## config.mk

```make
export PLATFORM = sky130hd
export DESIGN_NAME = display_list_clear_address_gen
export DESIGN_NICKNAME = d
export VERILOG_FILES = /design/src/hdl/dlcag_pkg.sv /design/src/hdl/display_list_clear_address_gen.sv
export SDC_FILE = /design/constraint.sdc
export NUM_CORES = 1
export LEC_CHECK = 0
export ABC_AREA = 1
export ABC_CLOCK_PERIOD_IN_PS = 4300
export BUFFER_PORTS_ARGS = -buffer_cell sky130_fd_sc_hd__clkbuf_2
export CAP_MARGIN = 20
export CORE_ASPECT_RATIO = 2
export CORE_MARGIN = 10
export CORE_UTILIZATION = 55
export DETAILED_ROUTE_END_ITERATION = 16
export PLACE_DENSITY_LB_ADDON = 0.15
export SLEW_MARGIN = 20
export SYNTH_ARGS = -nofsm -noshare
export SYNTH_HDL_FRONTEND = slang
export SYNTH_SLANG_ARGS = --single-unit
```

## constraint.sdc

```tcl
create_clock -name clk -period 4.3 [get_ports clk]
set_clock_uncertainty 0.2 [all_clocks]
set_input_delay 0.215 -clock clk [delete_from_list [all_inputs] [get_ports clk]]
set_output_delay 0.215 -clock clk [all_outputs]
set_load 0.02 [all_outputs]
```

## src/hdl/dlcag_pkg.sv

```systemverilog
// Package for the display-list clear address generator.
// Holds field widths, register indexes and size constants; no dependencies.
`default_nettype none
package dlcag_pkg;

  localparam int unsigned MemoryWordsDefault = 1048576;

  localparam int unsigned AddrW   = 20;
  localparam int unsigned OffsetW = 16;
  localparam int unsigned RemainW = 14;
  localparam int unsigned RunW    = 6;
  localparam int unsigned SkipW   = 5;
  localparam int unsigned BankW   = 4;
  localparam int unsigned StartW  = 10;
  localparam int unsigned SizeW   = 2;
  localparam int unsigned CfgIdxW = 2;
  localparam int unsigned CfgDatW = 6;

  localparam logic [RemainW-1:0] ListBaseWords = 14'd1600;

  typedef enum logic [CfgIdxW-1:0] {
    CFG_INITIAL_SKIP = 2'd0,
    CFG_SKIP_RUN     = 2'd1,
    CFG_CLEAR_RUN    = 2'd2
  } cfg_idx_t;

  typedef enum logic {
    ACT_START = 1'b0,
    ACT_NEXT  = 1'b1
  } action_t;

endpackage
`default_nettype wire

```

## src/hdl/display_list_clear_address_gen.sv

```systemverilog
// Result path: input register, then result register; a stalled output holds the item in the input register.
// Throughput: one item per cycle unless out_ready stalls the output; the clear state updates in a single pass per item.
// Reset: rst_n synchronous active low; clears config and clear-state registers, idles the clear, empties both stages.
// Depends on dlcag_pkg.
`default_nettype none
module display_list_clear_address_gen #(
  parameter int unsigned MEMORY_WORDS = dlcag_pkg::MemoryWordsDefault
) (
  input  wire logic                          clk,
  input  wire logic                          rst_n,
  input  wire logic                          in_valid,
  output logic                               in_ready,
  input  wire logic                          in_action,
  input  wire logic [dlcag_pkg::BankW-1:0]   in_list_bank,
  input  wire logic [dlcag_pkg::StartW-1:0]  in_list_start,
  input  wire logic [dlcag_pkg::SizeW-1:0]   in_size_select,
  output logic                               out_valid,
  input  wire logic                          out_ready,
  output logic [dlcag_pkg::AddrW-1:0]        out_word_address,
  output logic                               out_word_valid,
  output logic                               out_last_word,
  output logic                               out_busy_res,
  input  wire logic                          cfg_valid,
  output logic                               cfg_ready,
  input  wire logic [dlcag_pkg::CfgIdxW-1:0] cfg_index,
  input  wire logic [dlcag_pkg::CfgDatW-1:0] cfg_data
);

  localparam logic [dlcag_pkg::AddrW-1:0] AddrMask = dlcag_pkg::AddrW'(MEMORY_WORDS - 1);

  logic [dlcag_pkg::SkipW-1:0]   initial_skip_r;
  logic [dlcag_pkg::SkipW-1:0]   skip_run_r;
  logic [dlcag_pkg::RunW-1:0]    clear_run_r;

  logic                          s1_valid_r;
  logic                          s1_action_r;
  logic [dlcag_pkg::BankW-1:0]   s1_bank_r;
  logic [dlcag_pkg::StartW-1:0]  s1_start_r;
  logic [dlcag_pkg::SizeW-1:0]   s1_size_r;

  logic [dlcag_pkg::BankW-1:0]   bank_base_r, bank_base_nxt;
  logic [dlcag_pkg::OffsetW-1:0] word_offset_r, word_offset_nxt;
  logic [dlcag_pkg::RemainW-1:0] words_remaining_r, words_remaining_nxt;
  logic [dlcag_pkg::RunW-1:0]    run_position_r, run_position_nxt;
  logic                          clear_active_r, clear_active_nxt;

  logic                          out_valid_r;
  logic [dlcag_pkg::AddrW-1:0]   addr_r, addr_nxt;
  logic                          wvalid_r, wvalid_nxt;
  logic                          last_r, last_nxt;

  logic                          s2_advance;
  logic                          s1_advance;
  logic                          s1_fire;

  logic [dlcag_pkg::OffsetW-1:0] off_inc;
  logic [dlcag_pkg::RemainW-1:0] rem_dec;
  logic [dlcag_pkg::RunW-1:0]    pos_inc;

  assign s2_advance = !out_valid_r || out_ready;
  assign s1_advance = !s1_valid_r || s2_advance;
  assign s1_fire    = s1_valid_r && s2_advance;
  assign in_ready   = s1_advance;
  assign cfg_ready  = 1'b1;

  assign out_valid        = out_valid_r;
  assign out_word_address = addr_r;
  assign out_word_valid   = wvalid_r;
  assign out_last_word    = last_r;
  assign out_busy_res     = clear_active_r;

  assign off_inc = word_offset_r + 16'd1;
  assign rem_dec = words_remaining_r - 14'd1;
  assign pos_inc = run_position_r + 6'd1;

  always_comb begin
    bank_base_nxt       = bank_base_r;
    word_offset_nxt     = word_offset_r;
    words_remaining_nxt = words_remaining_r;
    run_position_nxt    = run_position_r;
    clear_active_nxt    = clear_active_r;
    addr_nxt            = '0;
    wvalid_nxt          = 1'b0;
    last_nxt            = 1'b0;
    if (dlcag_pkg::action_t'(s1_action_r) == dlcag_pkg::ACT_START) begin
      bank_base_nxt       = s1_bank_r;
      word_offset_nxt     = {s1_start_r, 6'd0} + {11'd0, initial_skip_r};
      words_remaining_nxt = (dlcag_pkg::ListBaseWords << s1_size_r)
                            - {9'd0, initial_skip_r};
      run_position_nxt    = '0;
      clear_active_nxt    = (clear_run_r != '0) && (words_remaining_nxt != '0);
    end else if (clear_active_r) begin
      addr_nxt            = {bank_base_r, word_offset_r} & AddrMask;
      wvalid_nxt          = 1'b1;
      word_offset_nxt     = off_inc;
      words_remaining_nxt = rem_dec;
      run_position_nxt    = pos_inc;
      if (rem_dec == '0) begin
        clear_active_nxt = 1'b0;
      end else if (pos_inc >= clear_run_r) begin
        run_position_nxt = '0;
        if (rem_dec <= {9'd0, skip_run_r}) begin
          words_remaining_nxt = '0;
          clear_active_nxt    = 1'b0;
        end else begin
          words_remaining_nxt = rem_dec - {9'd0, skip_run_r};
          word_offset_nxt     = off_inc + {11'd0, skip_run_r};
        end
      end
      last_nxt = !clear_active_nxt;
    end
  end

  always_ff @(posedge clk) begin
    if (!rst_n) begin
      initial_skip_r <= '0;
      skip_run_r     <= '0;
      clear_run_r    <= '0;
    end else if (cfg_valid) begin
      case (dlcag_pkg::cfg_idx_t'(cfg_index))
        dlcag_pkg::CFG_INITIAL_SKIP: initial_skip_r <= cfg_data[dlcag_pkg::SkipW-1:0];
        dlcag_pkg::CFG_SKIP_RUN:     skip_run_r     <= cfg_data[dlcag_pkg::SkipW-1:0];
        dlcag_pkg::CFG_CLEAR_RUN:    clear_run_r    <= cfg_data;
        default: ;
      endcase
    end
  end

  always_ff @(posedge clk) begin
    if (!rst_n) begin
      s1_valid_r <= 1'b0;
    end else if (s1_advance) begin
      s1_valid_r <= in_valid;
    end
  end

  always_ff @(posedge clk) begin
    if (s1_advance && in_valid) begin
      s1_action_r <= in_action;
      s1_bank_r   <= in_list_bank;
      s1_start_r  <= in_list_start;
      s1_size_r   <= in_size_select;
    end
  end

  always_ff @(posedge clk) begin
    if (!rst_n) begin
      bank_base_r       <= '0;
      word_offset_r     <= '0;
      words_remaining_r <= '0;
      run_position_r    <= '0;
      clear_active_r    <= 1'b0;
      out_valid_r       <= 1'b0;
    end else begin
      if (s2_advance) begin
        out_valid_r <= s1_valid_r;
      end
      if (s1_fire) begin
        bank_base_r       <= bank_base_nxt;
        word_offset_r     <= word_offset_nxt;
        words_remaining_r <= words_remaining_nxt;
        run_position_r    <= run_position_nxt;
        clear_active_r    <= clear_active_nxt;
      end
    end
  end

  always_ff @(posedge clk) begin
    if (s1_fire) begin
      addr_r   <= addr_nxt;
      wvalid_r <= wvalid_nxt;
      last_r   <= last_nxt;
    end
  end

endmodule
`default_nettype wire

```

# Word level (Yosys, flattened, before mapping)
# Cells that the tools add are included.
[op_classes] add_sub_neg=7 shifts=1 div_mod_pow=0 eq_ne=3 magnitude_cmp=2 reduce_logical=18 n_bitwise=1 n_mul=0 muxes=22
[op_table] op="$mux 16" count=5
[op_table] op="$mux 14" count=5
[op_table] op="$add 16x5->16" count=2
[op_table] op="$sub 14x5->14" count=2
[op_table] op="$mux 6" count=4
[op_table] op="$add 16x1->16 const B" count=1
[op_table] op="$le 14x5->1" count=1
[op_table] op="$logic_not 14->1" count=1
[op_table] op="$reduce_bool 14->1" count=1
[op_table] op="$shl 11x2->14 const A" count=1
[op_table] op="$sub 14x1->14 const B" count=1
[op_table] op="$reduce_and 2->1" count=6
[op_table] op="$mux 1" count=8
[op_table] op="$add 6x1->6 const B" count=1
[op_table] op="$ge 6x6->1" count=1
[op_table] op="$reduce_bool 6->1" count=1
[op_table] op="$logic_and 1x1->1" count=3
[op_table] op="$logic_not 1->1" count=3
[op_table] op="$eq 2x1->1 const B" count=1
[op_table] op="$eq 2x2->1 const B" count=1
[op_table] op="$logic_not 2->1" count=1
[op_table] op="$logic_or 1x1->1" count=2
[op_table] op="$ne 2x1->1 const B" count=1
[op_table] op="$not 1->1" count=1
[totals] output_inout_bits=26 regBits=98 ramBits=0 input_bits=30 latchBits=0 memories=0 elab_cells=71 mem_bits_ro=0

# Longest topological paths before layout
[logic_depth] word_depth=9 mapped_depth=20

# Worst setup path before layout
# No wires, ideal clock.
[synth_path] kind="reg-to-reg" startpoint="register words_remaining_r[0] (netlist name)" endpoint="register words_remaining_r[4] (netlist name)" setup_ns=0.070 t_required_ns=4.030 path_slack_ns=1.506 stages_incl_launch_ff=18 arrival_time_ns=2.523 path_buffers=2 period_less_slack_ns=2.794 path_cell_list="dfxtp_1 inv_1 ha_1 xnor2_1 inv_1 ha_1 nand2_1 o21ai_0 nand2_1 a21oi_1 nor2_1 nand3_2 buf_6 nand3_4 buf_6 o21ai_1 nand3_1 a21oi_1"
[synth_via] elab_chain_len=7
[synth_lines] item="from (decl)" line_no="display_list_clear_address_gen.sv:43" rtl="logic [dlcag_pkg::RemainW-1:0] words_remaining_r, words_remaining_nxt;"
[synth_lines] item="from (signal assigned)" line_no="display_list_clear_address_gen.sv:161" rtl="words_remaining_r <= words_remaining_nxt;"
[synth_lines] item="$sub 14x1->14 *" line_no="display_list_clear_address_gen.sv:73" rtl="assign rem_dec = words_remaining_r - 14'd1;"
[synth_lines] item="$sub 14x5->14 / $le 14x5->1 (equally long branches)" line_no="display_list_clear_address_gen.sv:106, display_list_clear_address_gen.sv:102"
[synth_lines] item="$mux 14" line_no="display_list_clear_address_gen.sv:102" rtl="if (rem_dec <= {9'd0, skip_run_r}) begin"
[synth_lines] item="$mux 14" line_no="display_list_clear_address_gen.sv:100" rtl="end else if (pos_inc >= clear_run_r) begin"
[synth_lines] item="$mux 14 *" line_no="display_list_clear_address_gen.sv:98" rtl="if (rem_dec == '0) begin"
[synth_lines] item="$mux 14 *" line_no="display_list_clear_address_gen.sv:92" rtl="end else if (clear_active_r) begin"
[synth_lines] item="$mux 14 *" line_no="display_list_clear_address_gen.sv:85" rtl="if (dlcag_pkg::action_t'(s1_action_r) == dlcag_pkg::ACT_START) begin"
# Every way passes the cells marked *; elsewhere a longest branch is shown, timed or not. The select of a mux whose other input is x is not followed.
# A chain may end at the register's enable or synchronous reset.

# Final worst setup path
[layout_path] startpoint="register words_remaining_r[0] (netlist name)" endpoint="register word_offset_r[14] (netlist name)"
[layout_via] elab_chain_len=7
[layout_lines] item="$sub 14x1->14 *" line_no="display_list_clear_address_gen.sv:73"
[layout_lines] item="$le 14x5->1" line_no="display_list_clear_address_gen.sv:102"
[layout_lines] item="$mux 16" line_no="display_list_clear_address_gen.sv:102"
[layout_lines] item="$mux 16" line_no="display_list_clear_address_gen.sv:100"
[layout_lines] item="$mux 16 *" line_no="display_list_clear_address_gen.sv:98"
[layout_lines] item="$mux 16 *" line_no="display_list_clear_address_gen.sv:92"
[layout_lines] item="$mux 16 *" line_no="display_list_clear_address_gen.sv:85"
[layout_lines] item="to (signal assigned)" line_no="display_list_clear_address_gen.sv:160" rtl="word_offset_r <= word_offset_nxt;"
[layout_lines] item="to (decl)" line_no="display_list_clear_address_gen.sv:42" rtl="logic [dlcag_pkg::OffsetW-1:0] word_offset_r, word_offset_nxt;"
# Marked as above.

==> metrics.csv <==
stage,metric,value,unit
clock_network,Max Root-Sink Buffers,2,
worst_setup_path,crit end category,flip-flop,
floorplan,die area,0.0159,mm2
drt,final antenna-violating net count,0,
worst_hold_path,Hold WC Path Type,primary input to flip-flop,
floorplan,height of the die,169,um
drt,Post-Route WL,17.3,mm
worst_setup_path,crit path buf inv count,3,
global_routing,vias in the first global route,5694,
layout,ant diodes,0,
worst_setup_path,CP Cell Sequence,"inv_1, ha_1, xnor2_1, inv_1, ha_1, nand2_1, o21ai_0, nand2_1, a21oi_1, nor2_1, nand3_2, inv_2, nor2_4, nand3_1, nand3_1, nand2_1, a21oi_1",
placed_design,hpwl dp,13.3,mm
drt,drt first-iter violations,378,
timing,"Min Clock Period, post-route",3.44,ns
drt,first drt pass iteration count,5,
floorplan,Initial Utilization,55.8,%
floorplan,Rows,54,
worst_setup_path,signal arrival time at the worst endpoint,3.50,ns
clock_network,H-tree Lvls,3,
timing,worst-margin pin slew,0.901,ns
worst_setup_path,crit path kind,flip-flop to flip-flop,
placed_design,number of port buffers,54,
global_routing,largest net degree at the start of global routing,43,
global_routing,initial antenna violation count,0,
run,Max-Cap Viols,0,
layout,most frequent cells in the layout,"nand2_1 (167), nor2_1 (98), inv_1 (94)",
yosys,asr flop ratio synth,0,%
yosys,"EDFF count, synth",39,
clock_network,postcts setup bufs,0,
yosys,post-synthesis sequential area ratio,38.8,%
power,leakage power,2.93,nW
floorplan,Die W,94.3,um
drt,drt via density,5.48,
floorplan,# IOs,56,
clock_network,CTS Buf Count,9,
yosys,Mapped Cells,814,
global_routing,GRT Util Overall,22.0,%
worst_setup_path,Crit-path slowest cell,dfxtp_1,
timing,Max Fclk,0.291,GHz
yosys,Synth area leader,dfxtp_1,
yosys,Synth warnings,0,
placed_design,GPL Wtd Cong,0.950,
layout,share of cells above drive strength 1,13.7,%
yosys,Synth top area share,19.5,%
clock_network,CTS tree,built,
drt,via count,5627,
layout,fillcell total,980,
global_routing,overflow left after global routing,0,
timing,Final period util,79.9,%
yosys,synthesized cell area,0.00607,mm2
floorplan,CORE AREA,0.0109,mm2
yosys,Yosys reg bits,98,
worst_setup_path,crit start category,flip-flop,
outcome,status,"finished, final reports clean",
worst_setup_path,CP max FO,13,
clock_network,# hold bufs at CTS,24,
yosys,syn_nets,872,
power,worst IR drop on VDD,0.000227,V
clock_network,Clock Pin Slew Worst Setup and Hold Paths,0.07,ns
worst_setup_path,CP most frequent cell,nand2_1,
layout,layout net count,939,
layout,area growth from synthesis to layout,14.7,%
yosys,Main synth FF type,dfxtp_1,
worst_setup_path,CP peak stage delay,0.37,ns
power,PwrDens,353,mW/mm2
timing,final setup fails,0,
layout,final core utilization,64.0,%
timing,unrepaired setup endpoints after global routing,false,
layout,"most common cell after layout, fill and taps aside",nand2_1,
clock_network,Clk Tree Root Cell,clkbuf_16,
drt,DRC Markers,0,
yosys,synth top area cells,"dfxtp_1 (19%), edfxtp_1 (19%), nand2_1 (10%)",
clock_network,CTS-repair resized insts,0,
timing,setup TNS,0,ns
global_routing,first-pass GRT wire length,27.2,mm
clock_network,clk sinks,98,
timing,Fin. Hold Viols,0,
drt,WL/cell,16.9,um
worst_setup_path,WP data required,4.37,ns
yosys,average cell area after synthesis,7.45,um2
timing,max-slew violation count,0,
timing,Max-slew headroom,39.5,%
yosys,Netlist cell types,45,
clock_network,Clock Latency Late Sink,0.36,ns
worst_setup_path,critical path's top delay family,simple AND/OR/NAND/NOR gates,
==> report_power, final <==
part	switching, mW	internal (mW)	total [mW]	leakage, nW
logic	0.372	0.191	0.563	1.91
registers	0.0339	1.01	1.04	0.865
clock network	0.391	0.461	0.852	0.147
==> path summary, 6_finish.rpt <==
check,startpoint,endpoint,slack [ns],cells past startpoint
max,words_remaining_r[0]$_SDFFE_PN0P_,word_offset_r[14]$_SDFFE_PN0P_,0.86,17
min,cfg_index[0],initial_skip_r[4]$_SDFFE_PN0P_,0.01,4
max reg2reg,words_remaining_r[0]$_SDFFE_PN0P_,word_offset_r[14]$_SDFFE_PN0P_,0.86,17
min reg2reg,bank_base_r[2]$_SDFFE_PN0P_,bank_base_r[2]$_SDFFE_PN0P_,0.26,2
==> flip-flops by register name, indices dropped and copies added (netlist names), 2 cells and up <==
signal and cells:
s1_size_r 2, clear_run_r 6, initial_skip_r 5, words_remaining_r 14, bank_base_r 4, out_word_address 20
word_offset_r 16, run_position_r 6, s1_start_r 10, s1_bank_r 4, skip_run_r 5
==> kinds of logic (layout without fill, tap and decap cells) <==
kind of cell	count (synthesis)	after routing	share of synthesized area, %
AND/OR/NAND/NOR	388	388	29.7
AO/OA/AOI/OAI	148	148	13.1
buffers and inverters	124	196	8.27
flip-flops	98	98	38.8
adder cells (fa/ha/maj)	28	28	6.02
XOR/XNOR	27	27	4.02
other	1	1	0.0618
==> worst register-to-register path, cell delays in order (launching register included) <==
cell and delay, ns:
dfxtp_1 0.37, inv_1 0.11, ha_1 0.26, xnor2_1 0.19, inv_1 0.08, ha_1 0.35, nand2_1 0.06, o21ai_0 0.28
nand2_1 0.11, a21oi_1 0.15, nor2_1 0.07, nand3_2 0.20, inv_2 0.10, nor2_4 0.37, nand3_1 0.16, nand3_1 0.12
nand2_1 0.06, a21oi_1 0.11
==> final cells by class <==
| class | instances | area, um2 | share of cell area [%] |
|---|---|---|---|
| clock buffers | 9 | 225 | 3.24 |
| clock inverters | 7 | 81.3 | 1.17 |
| inverters | 98 | 368 | 5.29 |
| multi-input cells | 592 | 3220 | 46.2 |
| flip-flops and latches | 98 | 2350 | 33.8 |
| well taps | 140 | 175 | 2.52 |
| repair buffers | 82 | 541 | 7.77 |
==> synth_stat cells, types with 3 or more instances <==
master,count
nor3_1,10
nand3_4,3
nand2_2,8
dfxtp_1,59
ha_1,26
xnor2_1,12
a21oi_1,75
edfxtp_1,39
buf_6,4
nand2_1,167
xor2_1,14
o211ai_1,6
nand3_1,49
inv_1,94
clkbuf_1,18
nand4_1,16
nor2_2,10
o21ai_0,45
o21ai_1,8
nand3_2,10
nand3b_1,5
o21bai_1,3
inv_2,3
nor2_1,98
a31oi_1,5
==> routing by layer <==
metal	wire length (um)	global-route usage, %	part of all wire [%]	up-vias
met5	0	0	0	-
met4	1080	14.6	6.2	0
met3	807	4.16	4.7	69
met2	9630	41.1	56	172
met1	5800	20.3	33	2578
li1	-	-	-	2808
==> stage by stage <==
stage               total power [mW]  cell area (um2)  cells  setup slack (ns)  hold WS [ns]
finish                          2.46             6960   1026             0.865        0.0135
global route                    2.56             6960   1026             0.492        0.0386
CTS                             2.46             6960   1026             0.865       0.00860
detailed placement              1.60             6410    986             0.897         0.194
global placement                1.59             6410    986              1.04         0.193
floorplan                       1.46             6070    814              1.51         0.114
(Power assumes the default switching activity.)
